[src/rtl/slefp_pkg.sv]
// Shared types and constants for the start/length/end frame parser.
// No dependencies; imported by every module of the block.
`timescale 1ns / 1ps

package slefp_pkg;

  localparam int BYTE_W      = 8;
  localparam int LEN_W       = 9;
  localparam int EV_W        = 3;
  localparam int CFG_IDX_W   = 1;
  localparam int MAX_PAYLOAD = 256;

  // padded widths of the stream buses
  localparam int IN_TDATA_W  = 8;
  localparam int OUT_TDATA_W = 24;

  localparam logic [BYTE_W-1:0] START_BYTE_RST = 8'h01;
  localparam logic [BYTE_W-1:0] END_BYTE_RST   = 8'h04;

  typedef enum logic [CFG_IDX_W-1:0] {
    REG_START_BYTE = 1'b0,
    REG_END_BYTE   = 1'b1
  } reg_idx_t;

  typedef enum logic [EV_W-1:0] {
    EV_HEADER   = 3'd0,
    EV_DROP     = 3'd1,
    EV_PAYLOAD  = 3'd2,
    EV_COMPLETE = 3'd3,
    EV_EMPTY    = 3'd4,
    EV_BADEND   = 3'd5,
    EV_OVERFLOW = 3'd6
  } event_t;

  typedef enum logic [5:0] {
    PH_HUNT = 6'b000001,
    PH_RES0 = 6'b000010,
    PH_RES1 = 6'b000100,
    PH_LEN  = 6'b001000,
    PH_DATA = 6'b010000,
    PH_END  = 6'b100000
  } phase_t;

  typedef struct packed {
    event_t              event_res;
    logic [BYTE_W-1:0]   payload_byte;
    logic [LEN_W-1:0]    frame_length;
  } result_t;

endpackage

[src/rtl/start_length_end_frame_parser_unit.sv]
// Top level of the start/length/end frame parser.
// Instantiates slefp_core and slefp_out_reg; depends on slefp_pkg.
//
// Usage:
//   in_*  : one received byte per word in in_tdata[7:0].
//   out_* : one result word per input word. out_tuser[2:0] holds the event
//           code, out_tdata[7:0] the payload byte (zero unless a payload
//           event), out_tdata[16:8] the payload count of the frame.
//   cfg_* : cfg_we writes cfg_wdata into the start byte (index 0) or end
//           byte (index 1) register; write only while the block is idle.
// Each result is registered: a word that is taken shows its result in the cycle after.
// Throughput is one word per cycle while results are taken, set by the single result
// register, which refills in the cycle it is drained.
// Reset (rst_n low, synchronous) puts the parser back to hunting for a
// start byte, restores start byte 0x01 and end byte 0x04, and empties the
// result register.
// When the receiver holds out_tready low with a result pending, in_tready
// drops and the parser state stays frozen until the result is taken.
`timescale 1ns / 1ps

module start_length_end_frame_parser_unit (
  input  logic                                clk,
  input  logic                                rst_n,
  input  logic                                in_tvalid,
  output logic                                in_tready,
  input  logic [slefp_pkg::IN_TDATA_W-1:0]    in_tdata,   // [7:0] rx_byte
  output logic                                out_tvalid,
  input  logic                                out_tready,
  output logic [slefp_pkg::OUT_TDATA_W-1:0]   out_tdata,  // [7:0] payload_byte, [16:8] frame_length
  output logic [slefp_pkg::EV_W-1:0]          out_tuser,  // [2:0] event_res
  input  logic                                cfg_we,
  input  logic [slefp_pkg::CFG_IDX_W-1:0]     cfg_addr,
  input  logic [slefp_pkg::BYTE_W-1:0]        cfg_wdata
);
  import slefp_pkg::*;

  logic    in_fire;
  result_t core_res;
  result_t out_res;

  assign in_fire = in_tvalid && in_tready;

  slefp_core u_core (
    .clk       (clk),
    .rst_n     (rst_n),
    .cfg_we    (cfg_we),
    .cfg_addr  (cfg_addr),
    .cfg_wdata (cfg_wdata),
    .in_fire   (in_fire),
    .rx_byte   (in_tdata[BYTE_W-1:0]),
    .res       (core_res)
  );

  slefp_out_reg u_out (
    .clk        (clk),
    .rst_n      (rst_n),
    .load_valid (in_tvalid),
    .load_res   (core_res),
    .load_ready (in_tready),
    .out_valid  (out_tvalid),
    .out_ready  (out_tready),
    .out_res    (out_res)
  );

  assign out_tuser = out_res.event_res;
  assign out_tdata = {(OUT_TDATA_W - BYTE_W - LEN_W)'(0),
                      out_res.frame_length, out_res.payload_byte};

endmodule

[src/rtl/slefp_core.sv]
// Frame parser state machine: config registers, phase, byte and payload counters.
// Produces one result per accepted word. Depends on slefp_pkg.
`timescale 1ns / 1ps

module slefp_core (
  input  logic                              clk,
  input  logic                              rst_n,
  input  logic                              cfg_we,
  input  logic [slefp_pkg::CFG_IDX_W-1:0]   cfg_addr,
  input  logic [slefp_pkg::BYTE_W-1:0]      cfg_wdata,
  input  logic                              in_fire,
  input  logic [slefp_pkg::BYTE_W-1:0]      rx_byte,
  output slefp_pkg::result_t                res
);
  import slefp_pkg::*;

  logic [BYTE_W-1:0] start_byte_r;
  logic [BYTE_W-1:0] end_byte_r;
  phase_t            phase_r, phase_nxt;
  logic [BYTE_W-1:0] bytes_left_r, bytes_left_nxt;
  logic [LEN_W-1:0]  count_r, count_nxt;
  logic [LEN_W-1:0]  count_inc;
  logic [BYTE_W-1:0] left_dec;

  assign count_inc = count_r + LEN_W'(1);
  assign left_dec  = bytes_left_r - BYTE_W'(1);

  always_comb begin
    phase_nxt        = phase_r;
    bytes_left_nxt   = bytes_left_r;
    count_nxt        = count_r;
    res.event_res    = EV_HEADER;
    res.payload_byte = '0;
    res.frame_length = count_r;
    unique case (phase_r)
      PH_RES0: phase_nxt = PH_RES1;
      PH_RES1: phase_nxt = PH_LEN;
      PH_LEN: begin
        bytes_left_nxt = rx_byte;
        phase_nxt      = (rx_byte != '0) ? PH_DATA : PH_END;
      end
      PH_DATA: begin
        res.frame_length = count_inc;
        if (count_inc >= LEN_W'(MAX_PAYLOAD)) begin
          // limit reached: abort the frame on this word
          res.event_res  = EV_OVERFLOW;
          phase_nxt      = PH_HUNT;
          bytes_left_nxt = '0;
          count_nxt      = '0;
        end else begin
          res.event_res    = EV_PAYLOAD;
          res.payload_byte = rx_byte;
          count_nxt        = count_inc;
          bytes_left_nxt   = left_dec;
          if (left_dec == '0) begin
            phase_nxt = PH_END;
          end
        end
      end
      PH_END: begin
        if (rx_byte == end_byte_r) begin
          res.event_res = (count_r != '0) ? EV_COMPLETE : EV_EMPTY;
        end else begin
          res.event_res = EV_BADEND;
        end
        phase_nxt      = PH_HUNT;
        bytes_left_nxt = '0;
        count_nxt      = '0;
      end
      default: begin
        res.frame_length = '0;
        if (rx_byte == start_byte_r) begin
          res.event_res = EV_HEADER;
          phase_nxt     = PH_RES0;
        end else begin
          res.event_res = EV_DROP;
          phase_nxt     = PH_HUNT;
        end
      end
    endcase
  end

  always_ff @(posedge clk) begin
    if (!rst_n) begin
      start_byte_r <= START_BYTE_RST;
      end_byte_r   <= END_BYTE_RST;
    end else if (cfg_we) begin
      unique case (cfg_addr)
        REG_START_BYTE: start_byte_r <= cfg_wdata;
        REG_END_BYTE:   end_byte_r   <= cfg_wdata;
        default: ;
      endcase
    end
  end

  always_ff @(posedge clk) begin
    if (!rst_n) begin
      phase_r      <= PH_HUNT;
      bytes_left_r <= '0;
      count_r      <= '0;
    end else if (in_fire) begin
      phase_r      <= phase_nxt;
      bytes_left_r <= bytes_left_nxt;
      count_r      <= count_nxt;
    end
  end

endmodule

[src/rtl/slefp_out_reg.sv]
// Result register between the parser and the output stream.
// Loads whenever empty or being drained. Depends on slefp_pkg.
`timescale 1ns / 1ps

module slefp_out_reg (
  input  logic               clk,
  input  logic               rst_n,
  input  logic               load_valid,
  input  slefp_pkg::result_t load_res,
  output logic               load_ready,
  output logic               out_valid,
  input  logic               out_ready,
  output slefp_pkg::result_t out_res
);
  import slefp_pkg::*;

  logic    valid_r;
  result_t res_r;

  assign load_ready = !valid_r || out_ready;
  assign out_valid  = valid_r;
  assign out_res    = res_r;

  always_ff @(posedge clk) begin
    if (!rst_n) begin
      valid_r <= 1'b0;
    end else if (load_ready) begin
      valid_r <= load_valid;
    end
  end

  always_ff @(posedge clk) begin
    if (load_ready && load_valid) begin
      res_r <= load_res;
    end
  end

endmodule

[config.mk]
export PLATFORM = sky130hd
export DESIGN_NAME = start_length_end_frame_parser_unit
export DESIGN_NICKNAME = d
export VERILOG_FILES = /design/src/rtl/slefp_pkg.sv /design/src/rtl/start_length_end_frame_parser_unit.sv /design/src/rtl/slefp_core.sv /design/src/rtl/slefp_out_reg.sv
export SDC_FILE = /design/constraint.sdc
export NUM_CORES = 1
export LEC_CHECK = 0
export ABC_AREA = 1
export ABC_CLOCK_PERIOD_IN_PS = 2300
export BUFFER_PORTS_ARGS = -buffer_cell sky130_fd_sc_hd__buf_4
export CORE_MARGIN = 2
export CORE_UTILIZATION = 40
export DETAILED_ROUTE_END_ITERATION = 8
export PLACE_DENSITY_LB_ADDON = 0.2
export SYNTH_ARGS = -nofsm -noshare
export SYNTH_HDL_FRONTEND = slang
export SYNTH_HIERARCHICAL = 1
export SYNTH_SLANG_ARGS = --single-unit
[constraint.sdc]
create_clock -name clk -period 2.3 [get_ports clk]
set_input_delay 0.23 -clock clk [delete_from_list [all_inputs] [get_ports clk]]
set_output_delay 0.23 -clock clk [all_outputs]
set_load 0.02 [all_outputs]
==> results of run 1 <==
critical path, stage by stage, from the launching register on:
cell and delay (ns):
dfxtp_1 0.36, nor2_1 0.19, nand4_1 0.28, o21ai_4 0.47, o21ai_0 0.19, a21oi_1 0.18, nor2_1 0.05
final cells by class:
class	count	area share
Sequential cell	60	0.375
Tap cell	102	0.0342
Clock buffer	12	0.0419
Timing Repair Buffer	45	0.0905
Multi-Input combinational cell	288	0.402
Clock inverter	4	0.0127
Inverter	42	0.0436
layout by cell type, fill, tap and decap left out, drive strengths merged, types with 4 or more instances in the layout:
cell    netlist  routed
dfxtp        40      40
clkbuf        3      12
conb          1       7
nand3        20      20
xor2         13      13
nand2        75      75
nor2         69      69
or2           7       7
o21ai        41      41
inv          41      41
nor3          5       5
a21oi        21      21
buf          11      45
edfxtp       20      20
ha            4       4
nand4        10      10
o22ai         4       4
layer usage:
metal	part of all wire	wire, um	up-vias	GRT usage
li1	-	-	1385	-
met1	0.50	3530	1226	0.256
met2	0.44	3110	65	0.255
met3	0.045	317	8	0.0374
met4	0.013	91	0	0.0634
met5	0	0	-	0
cells in the mapped netlist (4+ instances only):
| cell type | number | area share |
|---|---|---|
| a21oi_1 | 20 | 0.032 |
| buf_4 | 9 | 0.022 |
| dfxtp_1 | 40 | 0.26 |
| edfxtp_1 | 20 | 0.19 |
| ha_1 | 4 | 0.016 |
| inv_1 | 36 | 0.043 |
| inv_2 | 5 | 0.0060 |
| nand2_1 | 68 | 0.081 |
| nand2_4 | 4 | 0.014 |
| nand3_1 | 18 | 0.029 |
| nand4_1 | 10 | 0.020 |
| nor2_1 | 64 | 0.077 |
| nor3_1 | 4 | 0.0064 |
| o21ai_0 | 33 | 0.053 |
| o21ai_1 | 7 | 0.011 |
| o22ai_1 | 4 | 0.0080 |
| or2_2 | 7 | 0.014 |
| xor2_1 | 13 | 0.036 |
power by group through the flow:
stage / Sequential [W] / Clock (W) / Combinational [W]
3_3_place_gp: 0.00119 / 0 / 0.000277
3_5_place_dp: 0.00119 / 0 / 0.000280
2_1_floorplan: 0.00121 / 0 / 0.000168
5_1_grt: 0.00117 / 0.00105 / 0.000314
4_1_cts: 0.00116 / 0.00101 / 0.000281
6_report: 0.00116 / 0.000983 / 0.000280
flip-flops by register name, summed over array words and instances, names as in the netlist:
name	count
u_core/phase_r	6
u_out/out_valid	1
u_core/end_byte_r	8
u_core/bytes_left_r	8
u_out/out_res	20
u_core/start_byte_r	8
u_core/count_r	9
cell families (layout without fill, tap and decap cells):
group                    after synthesis  after routing
adder cells (fa/ha/maj)                4              4
flip-flops                            60             60
buffers and inverters                 56            103
XOR/XNOR                              16             16
AO/OA/AOI/OAI                         70             70
AND/OR/NAND/NOR                      191            191
other                                  1              7
path summary, 6_finish.rpt:
path | startpoint | end | slack [ns]
setup / recovery | u_core/phase_r[5] | u_core/bytes_left_r[6] | 0.48
setup reg to reg | u_core/phase_r[5] | u_core/bytes_left_r[6] | 0.48
hold / removal | cfg_wdata[2] | u_core/end_byte_r[2] | 0.11
hold reg to reg | u_core/count_r[7] | u_core/count_r[7] | 0.48
metrics by stage:
| step | hold WS (ns) | utilization | area (um2) |
|---|---|---|---|
| after floorplan | 0.343 | - | 3160 |
| after global placement | 0.448 | 0.461 | 3530 |
| after detailed placement | 0.450 | 0.461 | 3530 |
| after CTS | 0.0904 | 0.488 | 3730 |
| after global routing | 0.115 | 0.488 | 3730 |
| final | 0.107 | 0.488 | 3730 |
==> metrics, run 1 <==
num rows 32; clock transition at the registers of the reported paths 0.07 ns; ANT cells 0; P_leak 1.65 nW; Peak VDD IR 0.294 mV; CP required 2.54 ns; initial antenna violation count 0; post-route ant nets 0; clock network fraction of design power 0.405; first-pass GRT wire length 11.8 mm; Clock Skews 0.0116 ns; R2R cell count 6; Initial Utilization 0.410; All-Layer GR Usage 0.176; RSZ-0062 raised after global routing false; gr ovfl total 0; clk buf depth 2; fraction of layout cells with a size suffix above 1 0.200; simple-gate share of the synthesized area 0.287; Period minus WS final 1.82 ns; vias in the first global route 2421; pwr dens 650 mW/mm2; P_int 0.00181 W; Final GP Congestion 0.852; crit start category flop; arrival time of the worst setup path 2.06 ns; # clock sinks 60; worst setup margin 0.480 ns; hold path cells 3; Post-synth ARST share 0; register area 0.00140 mm2; PnR Total Power 0.00243 W; post-synthesis mux area share 0; htree depth 3; die width 92.5 um; Post-route DRC 0; Achievable Freq 550 MHz; I/O pin count 51; Mapped Area 0.00314 mm2; Area growth syn-to-layout 19.0%; multi-input logic area 0.00150 mm2; CTS buffer count 9; setup repair bufs after CTS 0; worst slack, placed 0.506 ns; DR WL/cell 12.8 um; Max Transition Viols Final 0; final WL 7.06 mm; final setup fails 0; Synth Area in Compound Gates 0.121; register bit total from synthesis 60; CP Capture Type flop; die area 0.00856 mm2; NetSw 0.000617 W; number of flops mapped to enable cells by yosys 20; via density per instance 4.85; Final HPWL DP 5.12 mm; filler instances 734; Syn Area/Cell 7.88 um2; fin nets 472; CP max FO 16; DR pass1 iterations 5; Die Ht 92.5 um; placed insts 537; Setup TNS Final 0 ns; post-synthesis adder-cell area fraction 0.0160; initial detailed-routing violation count 256; CTS tree yes; Seq pwr share 0.480; total of max-cap violations 0; post-CTS resize count 0; switching part of the total 0.254; warnings from Yosys 6; XOR/XNOR share of the synthesized area 0.0447; status complete, no violations; Hold Fails Final Rpt 0; Synth cell types 38; number of port buffers 43; critical path type reg2reg; Via Count 2684; sequential-to-total area share from yosys stat 0.447; Mapped Cells 398; Comb power frac 0.115; Layout Cells excl Fill 553; Root Driver clkbuf_8; Hold Crit Class in2reg; CORE AREA 0.00765 mm2; largest net degree at the start of global routing 34; Worst-Skew Late Latency 0.34 ns; ys flop type dfxtp_1; main combinational cell family by area after synthesis simple AND/OR/NAND/NOR gates; Final Cycle Share 0.791; Hold Buf Count CTS 0
(Power assumes the default switching activity.)
==> inputs of run 2 (changes only) <==
- ABC_CLOCK_PERIOD_IN_PS: 2300 -> 1600
- clock period: 2.3 -> 1.6 ns (I/O delays scaled with it)
==> metrics, run 2 (synthesized netlist as in run 1, its figures left out) <==
Area growth syn-to-layout 34.9%; total of max-cap violations 0; DR WL/cell 13.1 um; CTS buffer count 9; critical path type reg2reg; Die Ht 92.5 um; CP Capture Type flop; Max Transition Viols Final 0; initial detailed-routing violation count 198; CTS tree yes; initial antenna violation count 0; pwr dens 826 mW/mm2; Crit path largest cell delay 0.38 ns; num rows 32; Clock Skews 0.0123 ns; first-pass GRT wire length 11.9 mm; die width 92.5 um; Crit path buffers/inverters 1; gr ovfl total 0; arrival time of the worst setup path 1.84 ns; commonest non-fill, non-tap cell in the layout buf_4; CP required 1.88 ns; CP max FO 4; Achievable Freq 638 MHz; slowest cell on the critical path dfxtp_4; number of port buffers 43; most frequent cells in the layout buf_4, nand2_1, nor2_1; Post-route DRC 0; fraction of layout cells with a size suffix above 1 0.343; P_leak 1.90 nW; Initial Utilization 0.410; # clock sinks 60; via density per instance 4.90; I/O pin count 51; ANT cells 0; All-Layer GR Usage 0.179; Worst-Skew Late Latency 0.34 ns; Final Instance Area 0.00423 mm2; final WL 7.69 mm; post-route ant nets 0; vias in the first global route 2557; DR pass1 iterations 8; die area 0.00856 mm2; crit-path cells ha_4 > nand2_4 > nor2_4 > nand2_2 > nand2_2 > nand3_4 > nor2_4 > inv_2 > o21a_1 > nor2_1; CORE AREA 0.00765 mm2; Final GP Congestion 0.898; Setup TNS Final 0 ns; Peak VDD IR 0.403 mV; crit start category flop; Via Count 2870; DP Area 0.00369 mm2; Period minus WS final 1.57 ns; number of flip-flops in the largest register 20; RSZ-0062 raised after global routing true; Hold Crit Class in2reg; Hold Buf Count CTS 0; Root Driver clkbuf_8; final setup fails 0; clk buf depth 2; htree depth 3; Final Cycle Share 0.980; fin nets 505; Final HPWL DP 5.26 mm; Top delay family on crit path simple AND/OR/NAND/NOR gates; largest net degree at the start of global routing 34; clock transition at the registers of the reported paths 0.07 ns; Hold Fails Final Rpt 0; status complete, no violations
-- run 2: final cells by class --
type / instances / area, um2
Sequential cell: 60 / 1420
Timing Repair Buffer: 77 / 627
Tap cell: 102 / 128
Fill cell: 695 / 3420
Multi-Input combinational cell: 289 / 1690
Clock buffer: 11 / 141
Clock inverter: 5 / 51.3
Inverter: 42 / 173
-- run 2: final timing paths --
path | startpoint | endpoint | slack, ns | cells past startpoint
worst max-delay path | u_core/count_r[0] | u_core/count_r[5] | 0.03 | 10
worst min-delay path | cfg_wdata[2] | u_core/end_byte_r[2] | 0.04 | 3
worst max register to register | u_core/count_r[0] | u_core/count_r[5] | 0.03 | 10
worst min register to register | u_core/count_r[7] | u_core/count_r[7] | 0.47 | 2
-- run 2: power by group --
part / internal (W) / total [W] / leakage (nW) / switching, W
combinational: 0.000198 / 0.000469 / 1.27 / 0.000271
sequential: 0.00163 / 0.00167 / 0.532 / 0.0000387
clock: 0.000752 / 0.00135 / 0.0967 / 0.000603
-- run 2: per-stage QoR --
step	std cells	setup WS, ns	utilization	power, W	hold WS [ns]
2_1_floorplan	404	0.120	-	0.00197	0.273
3_3_place_gp	555	0.0278	0.482	0.00213	0.379
3_5_place_dp	555	-0.00857	0.482	0.00214	0.383
4_1_cts	573	0.0235	0.510	0.00349	0.0283
5_1_grt	586	-0.0692	0.553	0.00363	0.0340
6_report	586	0.0319	0.553	0.00349	0.0384
-- run 2: per-layer routing --
layer	global-route usage	routed length, um	vias to the layer above	share of wire
li1	-	-	1461	-
met3	0.0342	430	9	0.056
met5	0	0	-	0
met4	0.0759	119	0	0.015
met2	0.282	3600	109	0.47
met1	0.239	3530	1291	0.46
-- run 2: worst reg2reg max path, stage by stage, from the launching register on --
cell	delay, ns
dfxtp_4	0.38
ha_4	0.15
nand2_4	0.05
nor2_4	0.14
nand2_2	0.06
nand2_2	0.10
nand3_4	0.13
nor2_4	0.16
inv_2	0.08
o21a_1	0.17
nor2_1	0.08
-- run 2: repair_timing --
action | 4_1_cts | 5_1_grt
cloned | 0 | 1
gates resized for setup | 2 | 69
pin swaps | 1 | 21
endpoints found under the setup margin | 5 | 37
buffers inserted | 2 | 12
==> inputs of run 3 (changes only) <==
- REMOVE_ABC_BUFFERS: not set -> 1
==> metrics, run 3 (synthesized netlist as in run 1, its figures left out) <==
gr ovfl total 0; commonest non-fill, non-tap cell in the layout buf_4; RSZ-0062 raised after global routing true; CP required 1.88 ns; pwr dens 878 mW/mm2; Clock Skews 0.00776 ns; Max Transition Viols Final 0; CP Capture Type flop; number of port buffers 43; num rows 32; Final HPWL DP 5.27 mm; Reg-to-Reg Start u_core/count_r[0]; Final Cycle Share 0.960; vias in the first global route 2532; Setup TNS Final 0 ns; filler instances 710; Critical Path Source u_core/count_r[0]; initial detailed-routing violation count 166; largest net degree at the start of global routing 34; ANT cells 0; worst slack, placed 0.0113 ns; final WL 7.50 mm; die width 92.5 um; Final GP Congestion 0.873; CP max FO 5; DR WL/cell 12.9 um; PnR Total Power 0.00359 W; FF-to-FF setup slack 0.06 ns; status complete, no violations; I/O pin count 51; Period minus WS final 1.54 ns; DR pass1 iterations 4; htree depth 3; fraction of layout cells with a size suffix above 1 0.302; # clock sinks 60; initial antenna violation count 0; worst setup path end u_core/count_r[3]; clock transition at the registers of the reported paths 0.07 ns; R2R cell count 10; post-route ant nets 0; Root Driver clkbuf_8; total of max-cap violations 0; die area 0.00856 mm2; Hold Fails Final Rpt 0; FF-to-FF End u_core/count_r[3]; clk buf depth 2; Peak VDD IR 0.444 mV; Hold Crit Class in2reg; Worst-Skew Late Latency 0.34 ns; CTS tree yes; All-Layer GR Usage 0.176; final setup fails 0; arrival time of the worst setup path 1.82 ns; P_leak 1.83 nW; CORE AREA 0.00765 mm2; Achievable Freq 651 MHz; critical path type reg2reg; first-pass GRT wire length 11.9 mm; worst setup margin 0.0640 ns; number of flip-flops in the largest register 20; Post-route DRC 0; most frequent cells in the layout buf_4, nand2_1, nor2_1; Initial Utilization 0.410; Die Ht 92.5 um; Via Count 2826; via density per instance 4.86; Area growth syn-to-layout 30.4%; CTS buffer count 9; fin nets 501; crit start category flop; Worst Hold Launch cfg_wdata[2]
-- run 3: cell count changes in the layout (fill, tap and decap cells not counted), sizes merged --
cell,before,now
buf,77,72
bufinv,1,2
clkbuf,11,10
clkinv,4,2
clkinvlp,1,2
inv,41,42
o21ai,41,42
-- run 3: worst min-delay path by stage --
stage | end | cells past startpoint
floorplan | u_core/end_byte_r[2] | 1
global placement | u_core/end_byte_r[2] | 3
detailed placement | u_core/end_byte_r[2] | 3
CTS | u_core/end_byte_r[2] | 3
global route | u_core/end_byte_r[2] | 3
finish | u_core/end_byte_r[2] | 3
-- run 3: metrics by stage --
| stage | hold slack (ns) | instances | util | area, um2 |
|---|---|---|---|---|
| floorplan | 0.244 | 390 | - | 3060 |
| global placement | 0.377 | 559 | 0.483 | 3690 |
| detailed placement | 0.382 | 559 | 0.483 | 3690 |
| CTS | 0.0204 | 575 | 0.512 | 3910 |
| global route | 0.0370 | 582 | 0.535 | 4090 |
| finish | 0.0332 | 582 | 0.535 | 4090 |
-- run 3: area by class of cell --
| class | count | area, um2 | area share |
|---|---|---|---|
| well taps | 102 | 128 | 0.0312 |
| clock buffers | 10 | 128 | 0.0312 |
| multi-input cells | 290 | 1620 | 0.396 |
| flip-flops and latches | 60 | 1420 | 0.346 |
| clock inverters | 6 | 88.8 | 0.0217 |
| inverters | 42 | 170 | 0.0416 |
| repair buffers | 72 | 541 | 0.132 |
-- run 3: power by group --
part	total (W)	switching [W]	leakage, nW	internal [W]
registers	0.00167	0.0000389	0.531	0.00163
clock network	0.00148	0.000606	0.102	0.000876
logic	0.000438	0.000259	1.20	0.000180
-- run 3: timing repair --
| action | CTS | global route |
|---|---|---|
| pin swaps | 0 | 9 |
| gates resized for setup | 1 | 40 |
| setup buffers | 0 | 5 |
| setup endpoints to repair | 2 | 31 |
| gates cloned | 0 | 2 |
| hold buffers | 0 | 0 |
-- run 3: layer usage --
| layer | GRT usage | vias up | part of all wire |
|---|---|---|---|
| li1 | - | 1452 | - |
| met1 | 0.243 | 1291 | 0.48 |
| met2 | 0.267 | 74 | 0.46 |
| met3 | 0.0342 | 9 | 0.053 |
| met4 | 0.0808 | 0 | 0.015 |
| met5 | 0 | - | 0 |
-- run 3: worst max-delay path, stage by stage, from the launching register on --
cell	delay (ns)
dfxtp_4	0.37
ha_4	0.14
nand2_2	0.06
nor2_4	0.12
nand2_2	0.07
nand2_2	0.09
nand3_4	0.13
nor2_4	0.18
inv_2	0.08
o22ai_1	0.12
and2_1	0.14
